### src/sv/sha256_stream_hash_defines.svh
// Assertion macros for the stream hasher.
`ifndef SHA256_STREAM_HASH_DEFINES_SVH
`define SHA256_STREAM_HASH_DEFINES_SVH
`ifndef SYNTHESIS
`define SHA_ASSERT_IMPL(label, clk, rst_n, ante, cons) \
  label: assert property (@(posedge clk) disable iff (!rst_n) (ante) |-> (cons)) \
    else $error("assertion failed");
`define SHA_ASSERT_NEXT(label, clk, rst_n, ante, cons) \
  label: assert property (@(posedge clk) disable iff (!rst_n) (ante) |=> (cons)) \
    else $error("assertion failed");
`else
`define SHA_ASSERT_IMPL(label, clk, rst_n, ante, cons)
`define SHA_ASSERT_NEXT(label, clk, rst_n, ante, cons)
`endif
`endif

### src/sv/sha_pkg.sv
package sha_pkg;

  localparam logic [1:0] OP_ABSORB = 2'd0;
  localparam logic [1:0] OP_ABSORB_FINISH = 2'd1;
  localparam logic [1:0] OP_FINISH = 2'd2;
  localparam logic [1:0] OP_NONE = 2'd3;

  localparam int QDEPTH = 4;
  localparam int QAW = 2;

  typedef struct packed {
    logic       has_byte;
    logic       fin;
    logic [7:0] data;
  } cmd_t;

  localparam logic [255:0] H_INIT = {
    32'h6a09e667, 32'hbb67ae85, 32'h3c6ef372, 32'ha54ff53a,
    32'h510e527f, 32'h9b05688c, 32'h1f83d9ab, 32'h5be0cd19
  };

  function automatic logic [31:0] round_k(input logic [5:0] t);
    logic [31:0] k [64];
    k = '{
      32'h428a2f98,32'h71374491,32'hb5c0fbcf,32'he9b5dba5,
      32'h3956c25b,32'h59f111f1,32'h923f82a4,32'hab1c5ed5,
      32'hd807aa98,32'h12835b01,32'h243185be,32'h550c7dc3,
      32'h72be5d74,32'h80deb1fe,32'h9bdc06a7,32'hc19bf174,
      32'he49b69c1,32'hefbe4786,32'h0fc19dc6,32'h240ca1cc,
      32'h2de92c6f,32'h4a7484aa,32'h5cb0a9dc,32'h76f988da,
      32'h983e5152,32'ha831c66d,32'hb00327c8,32'hbf597fc7,
      32'hc6e00bf3,32'hd5a79147,32'h06ca6351,32'h14292967,
      32'h27b70a85,32'h2e1b2138,32'h4d2c6dfc,32'h53380d13,
      32'h650a7354,32'h766a0abb,32'h81c2c92e,32'h92722c85,
      32'ha2bfe8a1,32'ha81a664b,32'hc24b8b70,32'hc76c51a3,
      32'hd192e819,32'hd6990624,32'hf40e3585,32'h106aa070,
      32'h19a4c116,32'h1e376c08,32'h2748774c,32'h34b0bcb5,
      32'h391c0cb3,32'h4ed8aa4a,32'h5b9cca4f,32'h682e6ff3,
      32'h748f82ee,32'h78a5636f,32'h84c87814,32'h8cc70208,
      32'h90befffa,32'ha4506ceb,32'hbef9a3f7,32'hc67178f2};
    return k[t];
  endfunction

  function automatic logic [31:0] rotr(input logic [31:0] x, input int n);
    return (x >> n) | (x << (32 - n));
  endfunction

endpackage

### src/sv/sha_front.sv
module sha_front (
  input  logic           clk,
  input  logic           rst_n,
  input  logic           push,
  input  logic [1:0]     op,
  input  logic [7:0]     data_byte,
  output logic           full,
  output logic           cmd_valid,
  output sha_pkg::cmd_t  cmd,
  input  logic           cmd_take
);

  sha_pkg::cmd_t q_r [sha_pkg::QDEPTH];
  logic [sha_pkg::QAW-1:0] wp_r, rp_r;
  logic [sha_pkg::QAW:0] cnt_r;
  logic acc, deq;
  sha_pkg::cmd_t c_new;

  assign full = (cnt_r == 3'(sha_pkg::QDEPTH));
  assign acc = push && !full && (op != sha_pkg::OP_NONE);
  assign deq = cmd_valid && cmd_take;
  assign cmd_valid = (cnt_r != '0);
  assign cmd = q_r[rp_r];

  always_comb begin
    c_new.has_byte = (op != sha_pkg::OP_FINISH);
    c_new.fin = (op != sha_pkg::OP_ABSORB);
    c_new.data = data_byte;
  end

  always_ff @(posedge clk) begin
    if (!rst_n) begin
      wp_r <= '0;
      rp_r <= '0;
      cnt_r <= '0;
    end else begin
      if (acc) begin
        wp_r <= wp_r + 1'b1;
      end
      if (deq) begin
        rp_r <= rp_r + 1'b1;
      end
      cnt_r <= cnt_r + (acc ? 1'b1 : 1'b0) - (deq ? 1'b1 : 1'b0);
    end
    if (acc) begin
      q_r[wp_r] <= c_new;
    end
  end

endmodule

### src/sv/sha_back.sv
module sha_back (
  input  logic          clk,
  input  logic          rst_n,
  input  logic          cmd_valid,
  input  sha_pkg::cmd_t cmd,
  output logic          cmd_take,
  output logic          empty,
  input  logic          pop,
  output logic [31:0]   digest_word,
  output logic [2:0]    word_index,
  output logic          last_word
);

  typedef enum logic [2:0] {
    S_IDLE, S_MARK, S_PAD, S_LOAD, S_ROUND, S_ADD, S_OUT
  } state_t;

  state_t state_r;
  logic [511:0] blk_r;
  logic [5:0]  fill_r, pos_r, t_r;
  logic [63:0] bits_r;
  logic [255:0] h_r;
  logic [31:0] v_r [8];
  logic        fin_r, final_r, over_r, marked_r;
  logic [2:0]  oidx_r;

  logic [31:0] s1, ch, x1, s0, mj, wt, wnew, w1, w9, w14;

  assign cmd_take = (state_r == S_IDLE);
  assign empty = (state_r != S_OUT);
  assign digest_word = h_r[255 - 32*oidx_r -: 32];
  assign word_index = oidx_r;
  assign last_word = (oidx_r == 3'd7);

  always_comb begin
    wt = blk_r[511:480];
    w1 = blk_r[479:448];
    w9 = blk_r[223:192];
    w14 = blk_r[63:32];
    wnew = (sha_pkg::rotr(w14, 17) ^ sha_pkg::rotr(w14, 19) ^ (w14 >> 10))
         + w9
         + (sha_pkg::rotr(w1, 7) ^ sha_pkg::rotr(w1, 18) ^ (w1 >> 3))
         + wt;
    s1 = sha_pkg::rotr(v_r[4], 6) ^ sha_pkg::rotr(v_r[4], 11) ^ sha_pkg::rotr(v_r[4], 25);
    ch = (v_r[4] & v_r[5]) ^ (~v_r[4] & v_r[6]);
    x1 = v_r[7] + s1 + ch + sha_pkg::round_k(t_r) + wt;
    s0 = sha_pkg::rotr(v_r[0], 2) ^ sha_pkg::rotr(v_r[0], 13) ^ sha_pkg::rotr(v_r[0], 22);
    mj = (v_r[0] & v_r[1]) ^ (v_r[0] & v_r[2]) ^ (v_r[1] & v_r[2]);
  end

  always_ff @(posedge clk) begin
    if (!rst_n) begin
      state_r <= S_IDLE;
      fill_r <= '0;
      bits_r <= '0;
      h_r <= sha_pkg::H_INIT;
      fin_r <= 1'b0;
      final_r <= 1'b0;
      over_r <= 1'b0;
      marked_r <= 1'b0;
      oidx_r <= '0;
      pos_r <= '0;
      t_r <= '0;
    end else begin
      unique case (state_r)
        S_IDLE: begin
          if (cmd_valid) begin
            fin_r <= cmd.fin;
            final_r <= 1'b0;
            marked_r <= 1'b0;
            if (cmd.has_byte) begin
              blk_r <= {blk_r[503:0], cmd.data};
              fill_r <= fill_r + 1'b1;
              bits_r <= bits_r + 64'd8;
              if (fill_r == 6'd63) begin
                state_r <= S_LOAD;
              end else if (cmd.fin) begin
                pos_r <= fill_r + 1'b1;
                state_r <= S_MARK;
              end
            end else begin
              pos_r <= fill_r;
              state_r <= S_MARK;
            end
          end
        end
        S_MARK: begin
          blk_r <= {blk_r[503:0], 8'h80};
          pos_r <= pos_r + 1'b1;
          over_r <= (pos_r >= 6'd56);
          marked_r <= 1'b1;
          if (pos_r == 6'd63) begin
            state_r <= S_LOAD;
          end else begin
            state_r <= S_PAD;
          end
        end
        S_PAD: begin
          if (!over_r && pos_r == 6'd56) begin
            blk_r <= {blk_r[447:0], bits_r};
            final_r <= 1'b1;
            state_r <= S_LOAD;
          end else begin
            blk_r <= {blk_r[503:0], 8'h00};
            pos_r <= pos_r + 1'b1;
            if (pos_r == 6'd63) begin
              state_r <= S_LOAD;
            end
          end
        end
        S_LOAD: begin
          for (int i = 0; i < 8; i++) begin
            v_r[i] <= h_r[255 - 32*i -: 32];
          end
          t_r <= '0;
          state_r <= S_ROUND;
        end
        S_ROUND: begin
          blk_r <= {blk_r[479:0], wnew};
          v_r[7] <= v_r[6];
          v_r[6] <= v_r[5];
          v_r[5] <= v_r[4];
          v_r[4] <= v_r[3] + x1;
          v_r[3] <= v_r[2];
          v_r[2] <= v_r[1];
          v_r[1] <= v_r[0];
          v_r[0] <= x1 + s0 + mj;
          t_r <= t_r + 1'b1;
          if (t_r == 6'd63) begin
            state_r <= S_ADD;
          end
        end
        S_ADD: begin
          for (int i = 0; i < 8; i++) begin
            h_r[255 - 32*i -: 32] <= h_r[255 - 32*i -: 32] + v_r[i];
          end
          if (final_r) begin
            oidx_r <= '0;
            state_r <= S_OUT;
          end else if (fin_r) begin
            pos_r <= 6'd0;
            over_r <= 1'b0;
            if (marked_r) begin
              state_r <= S_PAD;
            end else begin
              state_r <= S_MARK;
            end
          end else begin
            state_r <= S_IDLE;
          end
        end
        S_OUT: begin
          if (pop) begin
            oidx_r <= oidx_r + 1'b1;
            if (oidx_r == 3'd7) begin
              h_r <= sha_pkg::H_INIT;
              fill_r <= '0;
              bits_r <= '0;
              state_r <= S_IDLE;
            end
          end
        end
        default: state_r <= S_IDLE;
      endcase
    end
  end

endmodule

### src/sv/sha256_stream_hash.sv
// SHA-256 stream hasher.
// Input queue: drive in_op/in_data_byte with push while full is low; one
// beat per message byte, op 1 or 2 closes the message. Op 3 is dropped.
// Result queue: eight beats per message, digest words H0..H7, while empty
// is low; pop takes a beat. last_word marks the eighth.
// A four-entry command queue sits between the front and the back end, so
// bytes are taken while a block compresses.
// The back end takes one byte per cycle while idle; command intake stalls
// during each block compression (load, 64 rounds, add).
// Finish writes the 0x80 byte, then the zero padding one byte a cycle,
// then the length, and runs one or two block compressions before the
// first digest beat.
// Reset returns the hash words to the initial values and clears counts.
// A stalled receiver holds the digest on the result ports; the command
// queue fills and full rises until the digest is popped.
`include "sha256_stream_hash_defines.svh"
module sha256_stream_hash (
  input  logic        clk,
  input  logic        rst_n,
  input  logic        push,
  output logic        full,
  input  logic [1:0]  in_op,
  input  logic [7:0]  in_data_byte,
  output logic        empty,
  input  logic        pop,
  output logic [31:0] out_digest_word,
  output logic [2:0]  out_word_index,
  output logic        out_last_word
);

  logic cmd_valid, cmd_take;
  sha_pkg::cmd_t cmd;

  sha_front u_front (
    .clk(clk), .rst_n(rst_n), .push(push), .op(in_op), .data_byte(in_data_byte),
    .full(full), .cmd_valid(cmd_valid), .cmd(cmd), .cmd_take(cmd_take)
  );

  sha_back u_back (
    .clk(clk), .rst_n(rst_n), .cmd_valid(cmd_valid), .cmd(cmd), .cmd_take(cmd_take),
    .empty(empty), .pop(pop), .digest_word(out_digest_word),
    .word_index(out_word_index), .last_word(out_last_word)
  );

  `SHA_ASSERT_NEXT(a_idx_adv, clk, rst_n, !empty && pop && !out_last_word,
                   out_word_index == $past(out_word_index) + 3'd1)
  `SHA_ASSERT_IMPL(a_last_idx, clk, rst_n, !empty && out_last_word, out_word_index == 3'd7)
  `SHA_ASSERT_NEXT(a_hold, clk, rst_n, !empty && !pop, !empty && $stable(out_digest_word))

endmodule

### config.mk
export PLATFORM = sky130hd
export DESIGN_NAME = sha256_stream_hash
export DESIGN_NICKNAME = d
export VERILOG_FILES = /design/src/sv/sha_pkg.sv /design/src/sv/sha_front.sv /design/src/sv/sha_back.sv /design/src/sv/sha256_stream_hash.sv
export VERILOG_INCLUDE_DIRS = /design/src /design/src/sv
export SDC_FILE = /design/constraint.sdc
export NUM_CORES = 2
export LEC_CHECK = 0
export ABC_AREA = 1
export BUFFER_PORTS_ARGS = -buffer_cell sky130_fd_sc_hd__buf_2
export CORE_MARGIN = 3
export CORE_UTILIZATION = 55
export DETAILED_ROUTE_END_ITERATION = 12
export PLACE_DENSITY = 0.71
export SLEW_MARGIN = 20
export SYNTH_ARGS = -nofsm -noshare
export SYNTH_HDL_FRONTEND = slang
export SYNTH_HIERARCHICAL = 1
export SYNTH_SLANG_ARGS = --single-unit
### constraint.sdc
create_clock -name clk -period 75 [get_ports clk]
set_input_delay 3.75 -clock clk [delete_from_list [all_inputs] [get_ports clk]]
set_output_delay 3.75 -clock clk [all_outputs]
set_load 0.02 [all_outputs]
# After elaboration in Yosys (flattened, before gate mapping)
# Memories as Yosys holds them, arrays and structs flattened. A register that Yosys moved wholly into a read port is not among the register bits.
# Cells that the tools add are included.
# W data, S select, Z words.
classes:
  shifts: 1
  eq_ne: 29
  n_bitwise: 36
  muxes: 72
  reduce_logical: 27
  add_sub_neg: 28
  n_lt_le_gt_ge: 2
op_table:
  columns: ["op", "n"]
  rows:
  - ["$pmux W512 S4", 1]
  - ["$mux W512", 3]
  - ["$add A32 B32 Y32", 18]
  - ["$mux W256", 2]
  - ["$pmux W256 S2", 1]
  - ["$mux W32", 10]
  - ["$xor A32 B32 Y32", 9]
  - ["$shiftx A287 B33 Y32", 1]
  - ["$mux W64", 4]
  - ["$and A32 B32 Y32", 5]
  - ["$pmux W64 S2", 1]
  - ["$mux W6", 11]
  - ["$add A64 B4 Y64 const B", 1]
  - ["$mux W3", 12]
  - ["$not A32 Y32", 1]
  - ["$or A10 B32 Y32", 1]
  - ["$or A13 B32 Y32", 1]
  - ["$or A14 B32 Y32", 1]
  - ["$or A15 B32 Y32", 1]
  - ["$or A19 B32 Y32", 1]
  - ["$or A21 B32 Y32", 1]
  - ["$or A25 B32 Y32", 1]
  - ["$or A26 B32 Y32", 1]
  - ["$or A30 B32 Y32", 1]
  - ["other kinds (42)", 106]
word_totals:
  register_bits: 867
  out_inout_bits: 38
  romBits: 2048
  inputBits: 14
  elab_cells: 213
  n_memories: 3
  ramBits: 296
memory_table:
  columns: ["name", "words", "word_bits", "rd", "rd_ports_with_merged_regs", "write_ports", "line", "rtl"]
  rows:
  - ["(name not given)", 64, 32, 1, 0, 0, "sha_pkg.sv:41", "return k[t];"]
  - ["u_back.v_r", 8, 32, 8, 0, 8, "sha_back.sv:23", "logic [31:0] v_r [8];"]
  - ["u_front.q_r", 4, 10, 1, 1, 1, "sha_front.sv:13", "sha_pkg::cmd_t q_r [sha_pkg::QDEPTH];"]

# Longest topological paths before layout
# An unclocked memory read counts as a cell.
logic_depth:
  word_depth: 11
  ltp_mapped: 41
  mapped_depth_nobuf: 40

# By module
# Netlist, hierarchy kept.
modules_own_cells:
  columns: ["mod", "area_per_inst_um2", "seq_area_each_um2", "instances", "cells_each"]
  rows:
  - ["sha_back", 84890.2, 29968.7, 1, 11318]
  - ["sha_front", 2013.2, 1381.3, 1, 170]

# Worst setup path after synthesis
# OpenSTA, ideal clock, no wires.
synth_path:
  path_kind: "input to register"
  start: "input rst_n"
  end: "register u_back.blk_r[0] (enable)"
  path_slack_ns: 34.110
  arrival_ns: 38.871
  t_required_ns: 72.981
  path_buffers: 3
  stages: 5
  cell_sequence: "clkbuf_1 > inv_1 > clkbuf_1 > clkbuf_1 > nor3_1"
synth_via:
  elab_chain_cells: 1
synth_lines:
  columns: ["item", "line", "rtl"]
  rows:
  - ["from (decl)", "sha256_stream_hash.sv:19", "input logic rst_n,"]
  - ["$reduce_and A4 Y1 (no line)", null, null]
  - ["to (signal assigned)", "sha_back.sv:72", "blk_r <= {blk_r[503:0], cmd.data};"]
  - ["to (signal assigned)", "sha_back.sv:88", "blk_r <= {blk_r[503:0], 8'h80};"]
  - ["to (signal assigned)", "sha_back.sv:100", "blk_r <= {blk_r[447:0], bits_r};"]
  - ["to (decl)", "sha_back.sv:19", "logic [511:0] blk_r;"]
# No other way between the ends.
# A chain may end at the register's enable or synchronous reset.

==> results.txt <==
Synthesized area: 86,900 um^2
Unrepaired setup endpoints after global routing: false
Final hold slack: 0.465 ns
Drc violations: 0
Final core occ: 59.5%
Number of global-route vias before repair: 81,500
Total count of max-transition violations in the final report: 0
Count of warnings emitted by yosys: 6
Origin of the worst min-delay path: u_back/over_r
Total via count in the routed design: 86,700
CP arrival: 9.14 ns
Dominant cells by area after synthesis: edfxtp_1 28%, nand2_1 9.6%, dfxtp_1 8.2%, inv_1 7.5%, a21oi_1 6.7%
Final worst-path cycle share: 11.4%
Largest driver fanout on the critical path: 15
Maximum single-stage delay on the critical path: 0.68 ns
Gp weighted congestion: 1.05
Result of the run: completed
Most used flip-flop cell after synthesis: edfxtp_1
Largest net degree at the start of global routing: 185
Data required time of the critical path: 75.57 ns
Std cell rows: 145
Class of the tightest hold or removal check: reg2reg
Most used cell along the critical path: inv_1
Number of cells traversed by the worst hold path: 2
Fin cells: 13,400
Number of enable-type register cells in the synthesized netlist: 808
Final worst path period need: 8.57 ns
GR Layer Usage met2: 67.4%
Detailed-route vias per instance: 6.47
Commonest cells in the synthesized netlist: 2,231 x nand2_1, 1,727 x inv_1, 1,161 x a21oi_1, 1,156 x o21ai_0, 808 x edfxtp_1
Remaining number of nets flagged by the antenna check after routing: 0
Number of nets in the synthesized netlist: 12,100
Final sum of negative setup slack: 0 ns
Gate family responsible for the most delay along the worst path: adder cells
Most used routing layer in global routing: met2
Post-synthesis sequential element count: 1,162
Global routing met1 resource utilization: 55.4%
Cell type with the highest aggregate area in the netlist: edfxtp_1
Capture instance of the worst register-to-register path: u_back/v_r[0][26]
Fraction of final layout cells with drive strength greater than 1: 4.22%
Class of the most critical setup path: reg2reg
Clock Latency Late Sink: 0.82 ns
1st-iter DRT viols: 13,900
Area growth syn-to-layout: 7.19%
Count of endpoints failing setup in the final report: 0
Worst Reg2Reg Path Length in Cells: 37
Hold path endpoint: u_back/over_r
Max-Cap Viols: 0
TritonCTS clock tree: done
DP Cell Count: 13,100
Initial antenna violation count: 8
Root Buffer: clkbuf_16
Element type at the critical path start: register
Die area: 163,000 um^2
Flop2flop setup slack: 66.43 ns
Max Buffers Root-to-Sink: 3
Levels on crit path: 37
Synth top area share: 27.9%
Vertical die dimension: 404 um
Seq/Total Area, Yosys: 36.1%
Worst R2R Start: u_back/t_r[0]
Global routing met3 resource utilization: 12.0%
Clock-pin transition on the worst setup and hold timing paths: 0.07 ns
Core outline area: 157,000 um^2
Instance count of the mapped netlist: 11,500
Fillcell total: 14,300
Clock buffers created by TritonCTS: 137
Yosys cell types: 70
First-pass GRT wire length: 538,000 um
Total Nets Final: 11,800
Max-slew headroom: 16.6%
Total of cells resized after clock tree synthesis: 0
Most frequently used cell type in the post-synthesis netlist: nand2_1
Worst-margin pin slew: 1.25 ns
Final Hold Violating Endpoints: 0
Number of setup buffers added after CTS: 0
Syn avg cell area: 7.56 um^2
All-layer global routing usage: 44.3%
Share of synthesized registers carrying an async set or reset: 0%
Setup clock skew after layout: 0.0406 ns
Boundary pin count: 52
Port Buffer Count: 51
Detailed Place HPWL: 283,000 um
Die X: 404 um
Buffers and inverters on the worst path: 10
Critical path capture point type: register
Number of iterations in the first detailed-routing pass: 10
GRT overflow: 0
Critical-path top delay cell: dfxtp_1
Total wirelength of the detailed-routed design: 372,000 um
Post-CTS Hold Buffers: 0
Sinks on the clock net: 1,162
Upper clock frequency limit: 117 MHz
H-tree depth: 4
Initial Utilization: 55.5%
Average detailed-routed wire length per instance: 27.8 um
## cells by family (layout without fill, tap and decap cells)
group | count (synthesis) | after routing | synth area share (%)
compound gates | 3301 | 3301 | 21.8
xor+xnor | 380 | 380 | 3.83
fa+ha+maj | 607 | 607 | 10.4
buf+inv | 2302 | 2144 | 10.0
flops | 1162 | 1162 | 36.1
mux | 4 | 4 | 0.0490
other cells | 0 | 9 | 0
simple gates | 3732 | 3732 | 17.8
## worst min-delay path, cell delays in order, from the launching register on
cell and delay, ns:
dfxtp_1 0.31, nand2_1 0.06, a21oi_1 0.05
## routing by layer
metal / wire length [um] / share of wire, %
met1: 135000 / 36
met2: 159000 / 43
met3: 46400 / 12
met4: 31300 / 8.4
met5: 63 / 0.017
## flip-flops by register name, indices dropped and copies added, names as in the netlist, 3 cells and up, named ones only
register	flops
u_back/v_r	256
u_front/q_r	40
u_back/state_r	3
u_back/h_r	256
u_back/word_index	3
u_back/fill_r	6
u_back/pos_r	6
u_front/cnt_r	3
u_back/bits_r	61
u_back/blk_r	512
u_back/t_r	6
## cell type report
| cell class | instances | area (um^2) | share of cell area, % |
|---|---|---|---|
| clock buffer | 188 | 3830 | 4.11 |
| sequential | 1162 | 31400 | 33.7 |
| clock inverter | 65 | 868 | 0.932 |
| antenna | 9 | 22.5 | 0.0242 |
| tap | 2058 | 2570 | 2.76 |
| timing repair buffer | 143 | 973 | 1.04 |
| multi-input combinational | 8024 | 46900 | 50.4 |
| inverter | 1748 | 6610 | 7.10 |
## worst max-delay path by stage
| stage | from | end |
|---|---|---|
| 2_1_floorplan | rst_n | u_back/blk_r[0] |
| 3_3_place_gp | u_back/t_r[0] | u_back/v_r[0][26] |
| 3_5_place_dp | u_back/t_r[0] | u_back/v_r[0][26] |
| 4_1_cts | u_back/t_r[0] | u_back/v_r[0][26] |
| 5_1_grt | u_back/t_r[0] | u_back/v_r[0][26] |
| 6_report | u_back/t_r[0] | u_back/v_r[0][26] |
## cells in the final DEF (no fill, tap or decap), types with 29 or more instances in the layout
cell type	instances
nor2_1	687
clkbuf_1	32
xor2_1	212
nand3_1	444
clkbuf_16	139
o211ai_1	57
buf_2	50
nand4_1	90
ha_1	407
o22ai_1	261
o21ai_0	1150
nand3b_1	37
a21oi_1	1160
nand2_1	2230
dfxtp_1	352
o21a_1	39
inv_1	1723
or2_2	57
a31oi_1	87
a21o_1	48
o221ai_1	260
o21ai_1	29
xnor2_1	168
nor3_1	115
buf_4	91
o21bai_1	62
a21boi_0	31
fa_1	198
edfxtp_1	808
## metrics by stage
| step | area, um^2 | setup slack [ns] |
|---|---|---|
| final | 93200 | 66.43 |
| after floorplan | 86900 | 34.11 |
| after global placement | 88400 | 66.84 |
| after detailed placement | 88400 | 66.74 |
| after global routing | 93100 | 66.13 |
| after CTS | 93100 | 66.74 |
Power is left out: the tool's default activity adds up to more than one toggle a clock period on the data nets, which glitch-free logic cannot reach.
